**config.mk**
```make
export PLATFORM = sky130hd
export DESIGN_NAME = mips_subset_execute_unit
export DESIGN_NICKNAME = d
export VERILOG_FILES = /design/src/rtl/mse_pkg.sv /design/src/rtl/mse_exec.sv /design/src/rtl/mips_subset_execute_unit.sv
export SDC_FILE = /design/constraint.sdc
export NUM_CORES = 1
export LEC_CHECK = 0
export BUFFER_PORTS_ARGS = -buffer_cell sky130_fd_sc_hd__buf_4
export CAP_MARGIN = 20
export CORE_ASPECT_RATIO = 1.5
export CORE_MARGIN = 3
export CORE_UTILIZATION = 44
export CTS_CLUSTER_DIAMETER = 150
export DETAILED_ROUTE_END_ITERATION = 8
export PLACE_DENSITY = 0.74
export SLEW_MARGIN = 20
export SYNTH_ARGS = -nofsm -noshare
export SYNTH_HDL_FRONTEND = slang
export SYNTH_SLANG_ARGS = --single-unit
export TNS_END_PERCENT = 100
```
**constraint.sdc**
```tcl
create_clock -name clk -period 7.65 [get_ports clk]
set_input_delay 0.765 -clock clk [delete_from_list [all_inputs] [get_ports clk]]
set_output_delay 0.765 -clock clk [all_outputs]
set_load 0.01 [all_outputs]
```
**src/rtl/mse_pkg.sv**
```systemverilog
package mse_pkg;

  localparam logic [5:0] OP_SPECIAL = 6'h00;
  localparam logic [5:0] OP_J       = 6'h02;
  localparam logic [5:0] OP_JAL     = 6'h03;
  localparam logic [5:0] OP_BEQ     = 6'h04;
  localparam logic [5:0] OP_BNE     = 6'h05;
  localparam logic [5:0] OP_ADDIU   = 6'h09;
  localparam logic [5:0] OP_SLTIU   = 6'h0B;
  localparam logic [5:0] OP_ANDI    = 6'h0C;
  localparam logic [5:0] OP_ORI     = 6'h0D;
  localparam logic [5:0] OP_LUI     = 6'h0F;
  localparam logic [5:0] OP_LB      = 6'h20;
  localparam logic [5:0] OP_LW      = 6'h23;
  localparam logic [5:0] OP_SB      = 6'h28;
  localparam logic [5:0] OP_SW      = 6'h2B;

  localparam logic [5:0] FN_SLL  = 6'h00;
  localparam logic [5:0] FN_SRL  = 6'h02;
  localparam logic [5:0] FN_JR   = 6'h08;
  localparam logic [5:0] FN_ADDU = 6'h21;
  localparam logic [5:0] FN_SUBU = 6'h23;
  localparam logic [5:0] FN_AND  = 6'h24;
  localparam logic [5:0] FN_OR   = 6'h25;
  localparam logic [5:0] FN_NOR  = 6'h27;
  localparam logic [5:0] FN_SLTU = 6'h2B;

  localparam logic [4:0] LINK_REG = 5'd31;

  typedef enum logic [2:0] {
    MEM_NONE = 3'd0,
    MEM_LW   = 3'd1,
    MEM_LB   = 3'd2,
    MEM_SW   = 3'd3,
    MEM_SB   = 3'd4
  } mem_kind_t;

  typedef struct packed {
    logic [31:0] result;
    logic        write_enable;
    logic [4:0]  dest_reg;
    logic        redirect;
    logic [31:0] target;
    mem_kind_t   mem_kind;
    logic [31:0] mem_address;
    logic        unsupported;
  } exec_res_t;

endpackage

```
**src/rtl/mse_exec.sv**
```systemverilog
module mse_exec (
  input  logic [31:0]       instruction,
  input  logic [31:0]       rs_value,
  input  logic [31:0]       rt_value,
  input  logic [31:0]       pc,
  output mse_pkg::exec_res_t res
);
  import mse_pkg::*;

  logic [5:0]  op;
  logic [4:0]  rt;
  logic [4:0]  rd;
  logic [4:0]  sh;
  logic [5:0]  fn;
  logic [31:0] zimm;
  logic [31:0] simm;
  logic [31:0] next_pc;
  logic [31:0] branch_dest;
  logic [31:0] ea;
  exec_res_t   r;

  assign op          = instruction[31:26];
  assign rt          = instruction[20:16];
  assign rd          = instruction[15:11];
  assign sh          = instruction[10:6];
  assign fn          = instruction[5:0];
  assign zimm        = {16'h0000, instruction[15:0]};
  assign simm        = {{16{instruction[15]}}, instruction[15:0]};
  assign next_pc     = pc + 32'd4;
  assign branch_dest = next_pc + {simm[29:0], 2'b00};
  assign ea          = rs_value + simm;

  always_comb begin
    r = '0;
    r.mem_kind = MEM_NONE;
    case (op)
      OP_SPECIAL: begin
        r.write_enable = 1'b1;
        r.dest_reg     = rd;
        case (fn)
          FN_ADDU: r.result = rs_value + rt_value;
          FN_SUBU: r.result = rs_value - rt_value;
          FN_AND:  r.result = rs_value & rt_value;
          FN_OR:   r.result = rs_value | rt_value;
          FN_NOR:  r.result = ~(rs_value | rt_value);
          FN_SLTU: r.result = {31'd0, rs_value < rt_value};
          FN_SLL:  r.result = rt_value << sh;
          FN_SRL:  r.result = rt_value >> sh;
          FN_JR: begin
            r.write_enable = 1'b0;
            r.dest_reg     = '0;
            r.redirect     = 1'b1;
            r.target       = rs_value;
          end
          default: r.unsupported = 1'b1;
        endcase
      end
      OP_J, OP_JAL: begin
        r.redirect = 1'b1;
        r.target   = {next_pc[31:28], instruction[25:0], 2'b00};
        if (op == OP_JAL) begin
          r.write_enable = 1'b1;
          r.dest_reg     = LINK_REG;
          r.result       = next_pc;
        end
      end
      OP_ADDIU: begin
        r.write_enable = 1'b1;
        r.dest_reg     = rt;
        r.result       = ea;
      end
      OP_ANDI: begin
        r.write_enable = 1'b1;
        r.dest_reg     = rt;
        r.result       = rs_value & zimm;
      end
      OP_ORI: begin
        r.write_enable = 1'b1;
        r.dest_reg     = rt;
        r.result       = rs_value | zimm;
      end
      OP_SLTIU: begin
        r.write_enable = 1'b1;
        r.dest_reg     = rt;
        r.result       = {31'd0, rs_value < simm};
      end
      OP_LUI: begin
        r.write_enable = 1'b1;
        r.dest_reg     = rt;
        r.result       = {instruction[15:0], 16'h0000};
      end
      OP_BEQ: begin
        if (rs_value == rt_value) begin
          r.redirect = 1'b1;
          r.target   = branch_dest;
        end
      end
      OP_BNE: begin
        if (rs_value != rt_value) begin
          r.redirect = 1'b1;
          r.target   = branch_dest;
        end
      end
      OP_LW, OP_LB: begin
        r.mem_kind     = (op == OP_LW) ? MEM_LW : MEM_LB;
        r.mem_address  = ea;
        r.result       = ea;
        r.write_enable = 1'b1;
        r.dest_reg     = rt;
      end
      OP_SW, OP_SB: begin
        r.mem_kind    = (op == OP_SW) ? MEM_SW : MEM_SB;
        r.mem_address = ea;
        r.result      = ea;
      end
      default: r.unsupported = 1'b1;
    endcase
    if (r.unsupported) begin
      r = '0;
      r.mem_kind    = MEM_NONE;
      r.unsupported = 1'b1;
    end
  end

  assign res = r;

endmodule

```
**src/rtl/mips_subset_execute_unit.sv**
```systemverilog
// Integer execute stage for a MIPS32 instruction subset.
// Input: pulse start with in_instruction, in_rs_value, in_rt_value and in_pc;
//   a transfer happens on any rising edge with start high and busy low.
//   busy is always low, so one instruction may be sent every cycle.
// Output: out_valid is high for exactly one cycle per instruction, with
//   the result fields alongside; the receiver cannot stall, so every
//   result must be taken in that cycle.
// Path from the input transfer to out_valid: input register, decode/ALU
//   logic, result register.
// Throughput: 1 instruction per cycle, set by the combinational ALU path between the registers.
// Unsupported opcodes or functs give out_unsupported with every other field
//   zero; unused fields are zero, but loads and stores put the address on out_result.
// Reset (rst_n low, synchronous) drops any instruction in flight and
//   holds out_valid low.
module mips_subset_execute_unit (
  input  logic        clk,
  input  logic        rst_n,
  input  logic        start,
  output logic        busy,
  input  logic [31:0] in_instruction,
  input  logic [31:0] in_rs_value,
  input  logic [31:0] in_rt_value,
  input  logic [31:0] in_pc,
  output logic        out_valid,
  output logic [31:0] out_result,
  output logic        out_write_enable,
  output logic [4:0]  out_dest_reg,
  output logic        out_redirect,
  output logic [31:0] out_target,
  output logic [2:0]  out_mem_kind,
  output logic [31:0] out_mem_address,
  output logic        out_unsupported
);
  import mse_pkg::*;

  logic        in_valid_r;
  logic        in_valid_nxt;
  logic [31:0] instr_r;
  logic [31:0] rs_r;
  logic [31:0] rt_r;
  logic [31:0] pc_r;
  logic        out_valid_r;
  exec_res_t   res_r;
  exec_res_t   res_nxt;
  logic        take;

  assign busy         = 1'b0;
  assign take         = start && !busy;
  assign in_valid_nxt = take;

  always_ff @(posedge clk) begin
    if (!rst_n) begin
      in_valid_r  <= 1'b0;
      out_valid_r <= 1'b0;
    end else begin
      in_valid_r  <= in_valid_nxt;
      out_valid_r <= in_valid_r;
    end
  end

  always_ff @(posedge clk) begin
    if (take) begin
      instr_r <= in_instruction;
      rs_r    <= in_rs_value;
      rt_r    <= in_rt_value;
      pc_r    <= in_pc;
    end
    if (in_valid_r) begin
      res_r <= res_nxt;
    end
  end

  mse_exec u_exec (
    .instruction (instr_r),
    .rs_value    (rs_r),
    .rt_value    (rt_r),
    .pc          (pc_r),
    .res         (res_nxt)
  );

  assign out_valid        = out_valid_r;
  assign out_result       = res_r.result;
  assign out_write_enable = res_r.write_enable;
  assign out_dest_reg     = res_r.dest_reg;
  assign out_redirect     = res_r.redirect;
  assign out_target       = res_r.target;
  assign out_mem_kind     = res_r.mem_kind;
  assign out_mem_address  = res_r.mem_address;
  assign out_unsupported  = res_r.unsupported;

`ifndef NO_ASSERTIONS
  a_latency: assert property (@(posedge clk) disable iff (!rst_n)
    (start && !busy) |=> ##1 out_valid)
    else $error("transfer did not produce a result two cycles later");

  a_no_spurious: assert property (@(posedge clk) disable iff (!rst_n)
    out_valid |-> $past(in_valid_r))
    else $error("result strobe without an instruction in flight");

  a_bad_clean: assert property (@(posedge clk) disable iff (!rst_n)
    (out_valid && out_unsupported) |->
      (out_result == 32'd0 && !out_write_enable && !out_redirect &&
       out_mem_kind == MEM_NONE && out_mem_address == 32'd0))
    else $error("unsupported instruction left fields set");

  a_dest_zero: assert property (@(posedge clk) disable iff (!rst_n)
    (out_valid && !out_write_enable) |-> out_dest_reg == 5'd0)
    else $error("destination set without write enable");

  a_addr_zero: assert property (@(posedge clk) disable iff (!rst_n)
    (out_valid && out_mem_kind == MEM_NONE) |-> out_mem_address == 32'd0)
    else $error("memory address set without a memory access");
`endif

endmodule

```
==> flow_summary.ini <==
[power_and_ir_drop]
p_clk_share_pct = 26.2
p_leak_nw = 10.15
swShare_pct = 39.08
switching_power_w = 0.001911
peakVddDrop_v = 0.0001894
p_per_area_nw_per_um2 = 187.2
p_int_w = 0.002979
seq_power_share_pct = 34.9
combPwrFrac_pct = 38.9

[grt]
grt.overflow.total = 0
grt_pass1_wl_um = 150300
grt_max_degree = 91
antenna_found_initial = 1
first_global_vias = 22320
grt_util_all_layers_pct = 37.07

[yosys]
yosys.cell_types.count = 99
yosys.area.top_type = edfxtp_1
yosysWarnings = 0
synthTopCellsByArea = edfxtp_1, ha_1, mux4_2, nor2_1, a21oi_1
ys.flop_type = edfxtp_1
syn_nets = 2872
ys_top_cells_by_count = nor2_1, edfxtp_1, ha_1
synth.top_cell.area_share_pct = 30.80
syn_avg_cell_area_um2 = 9.112
syn_inst = 2514
async_flop_share_pct = 0
synth.most_common_cell = nor2_1
synth_seq_cells = 237
seq_area_frac_synth_pct = 30.98
synth-edff-count = 235
syn_area_um2 = 22910

[critical_path]
cpPeakStageDelay_ns = 0.81
arrival_ns = 5.07
crit_path_top_delay_cell = edfxtp_1
cp_common_cell = o21ai_0
critPathCaptureType = register
crit_type = register to register
path_cells = buf_4 > mux2i_1 > mux2i_1 > o21ai_0 > nor2_1 > a21oi_1 > o21ai_0 > o21ai_0 > o211a_1 > o21ai_0
critical_path.max_fanout = 50
startpoint_type = register
crit_required_ns = 7.89

[timing]
drv_slew = 0
fin_crit_sh_pct = 63.19
fin_tns_setup_ns = 0
timing.final.ws_setup_ns = 2.816
max_slew_margin_pct = 28.42
fin_skew_ns = 0.01656
period_minus_slack_ns = 4.834
timing.fmax_mhz = 206.9
hold_viol_final = 0
worstMarginPinSlew_ns = 1.066
setup-violations-final = 0
hold_slack_ns = 0.3625
rsz0062_at_grt = false

[route]
viasPerCell = 6.610
vias = 22200
drtAntennaViolNets = 0
routed_wl_um = 104700
dr.pass1.iters = 7
drcViolationCount = 0
first_iter_violations = 2273
wire_per_inst_um = 31.18

[placement]
post-place-ws_ns = 2.897
placed_area_um2 = 25280
portBuffers = 238
dp_hpwl_um = 81620
gp_congestion = 1.053

[floorplanning]
core-area_um2 = 51050
die-height_um = 285.5
die_w_um = 192.3
dieArea_um2 = 54890
start_util_pct = 44.87
pin_count = 240
rows = 101

[cells_and_area]
area_growth_pct = 14.06
antenna_cells = 0
fin_nets = 3028
fin_area_um2 = 26130
drive_above_1_share_pct = 16.13

[clocking]
cts_setup_buffers = 0
cts_max_path_buffers = 3
htree_levels = 1
cts_tree = yes
cts-root-buf = clkbuf_16
clk_pin_slew_ns = 0.07
cts_made_buffers = 26
clock-sinks = 237
insertion_delay_ns = 0.57
cts_resized = 0
hold_buffers = 0

[status]
status = completed

[flow_run]
maxCapViolCount = 0

[min_path]
worstHoldPathType = input pin to register
routing by layer:
metal / GRT usage, % / vias up / part of all wire, %
met3: 4.156 / 314 / 6.8
met5: 0 / - / 0
met1: 42.66 / 10860 / 36
met4: 24.93 / 0 / 8.3
li1: - / 9788 / -
met2: 64.05 / 1238 / 49
final timing paths:
path / start / end / slack, ns / cells past startpoint
worst min-delay path: in_rs_value[15] / rs_r[15]$_DFFE_PP_ / 0.36 / 1
worst max register to register: instr_r[7]$_DFFE_PP_ / out_result[18]$_SDFFCE_PP0P_ / 2.82 / 10
worst min register to register: instr_r[25]$_DFFE_PP_ / out_target[27]$_SDFFCE_PP0P_ / 0.58 / 2
worst max-delay path: instr_r[7]$_DFFE_PP_ / out_result[18]$_SDFFCE_PP0P_ / 2.82 / 10
area by class of cell:
type | instances | area (um^2)
repair buffers | 285 | 2156
inverters | 161 | 604.3
multi-input cells | 1959 | 14590
clock buffers | 38 | 737.0
fillers | 4780 | 24920
flip-flops and latches | 237 | 7101
clock inverters | 10 | 110.1
well taps | 669 | 837.1
power groups by stage:
stage	Combinational, W	Clock, W	Sequential, W
after floorplan	0.00119	0	0.00167
after global placement	0.00185	0	0.00172
after detailed placement	0.00185	0	0.00172
after CTS	0.00186	0.00130	0.00170
after global routing	0.00203	0.00136	0.00171
final	0.00190	0.00128	0.00171
metrics by stage:
step                      total power, W  cells  utilization (%)
after floorplan                 0.002861   2514                -
after global placement          0.003572   3311            49.52
after detailed placement        0.003577   3311            49.52
after CTS                       0.004869   3359            51.18
after global routing            0.005094   3359            51.18
final                           0.004891   3359            51.18
cells in the final DEF, fill, tap and decap left out, types with 31 or more instances in the layout:
cell / n
xnor2_1: 105
nor2_1: 267
a221oi_1: 35
a21oi_1: 185
edfxtp_1: 235
ha_1: 223
inv_1: 156
a211oi_1: 32
a22oi_1: 60
mux2i_1: 50
nand3_1: 52
xor2_1: 31
mux4_2: 57
buf_4: 283
nor3_1: 44
o21ai_0: 160
nand2_1: 156
worst max-delay path, delay by kind of cell (launching register included):
family,cells,cell delay (ns)
buffers and inverters,1,0.72
DFF,1,0.81
AOI/OAI and AO/OA,6,2.24
and+or+nand+nor,1,0.09
muxes,2,0.61
cells by family (layout without fill, tap and decap cells):
group	count (synthesis)	after routing	share of synthesized area (%)
simple gates	692	692	14.22
compound gates	786	786	23.26
fa+ha+maj	227	227	12.53
xor+xnor	136	136	5.200
buf+inv	318	494	5.516
other cells	1	1	0.01637
flops	237	237	30.98
mux	117	117	8.280
No activity file was read; power rests on OpenSTA's default activity.
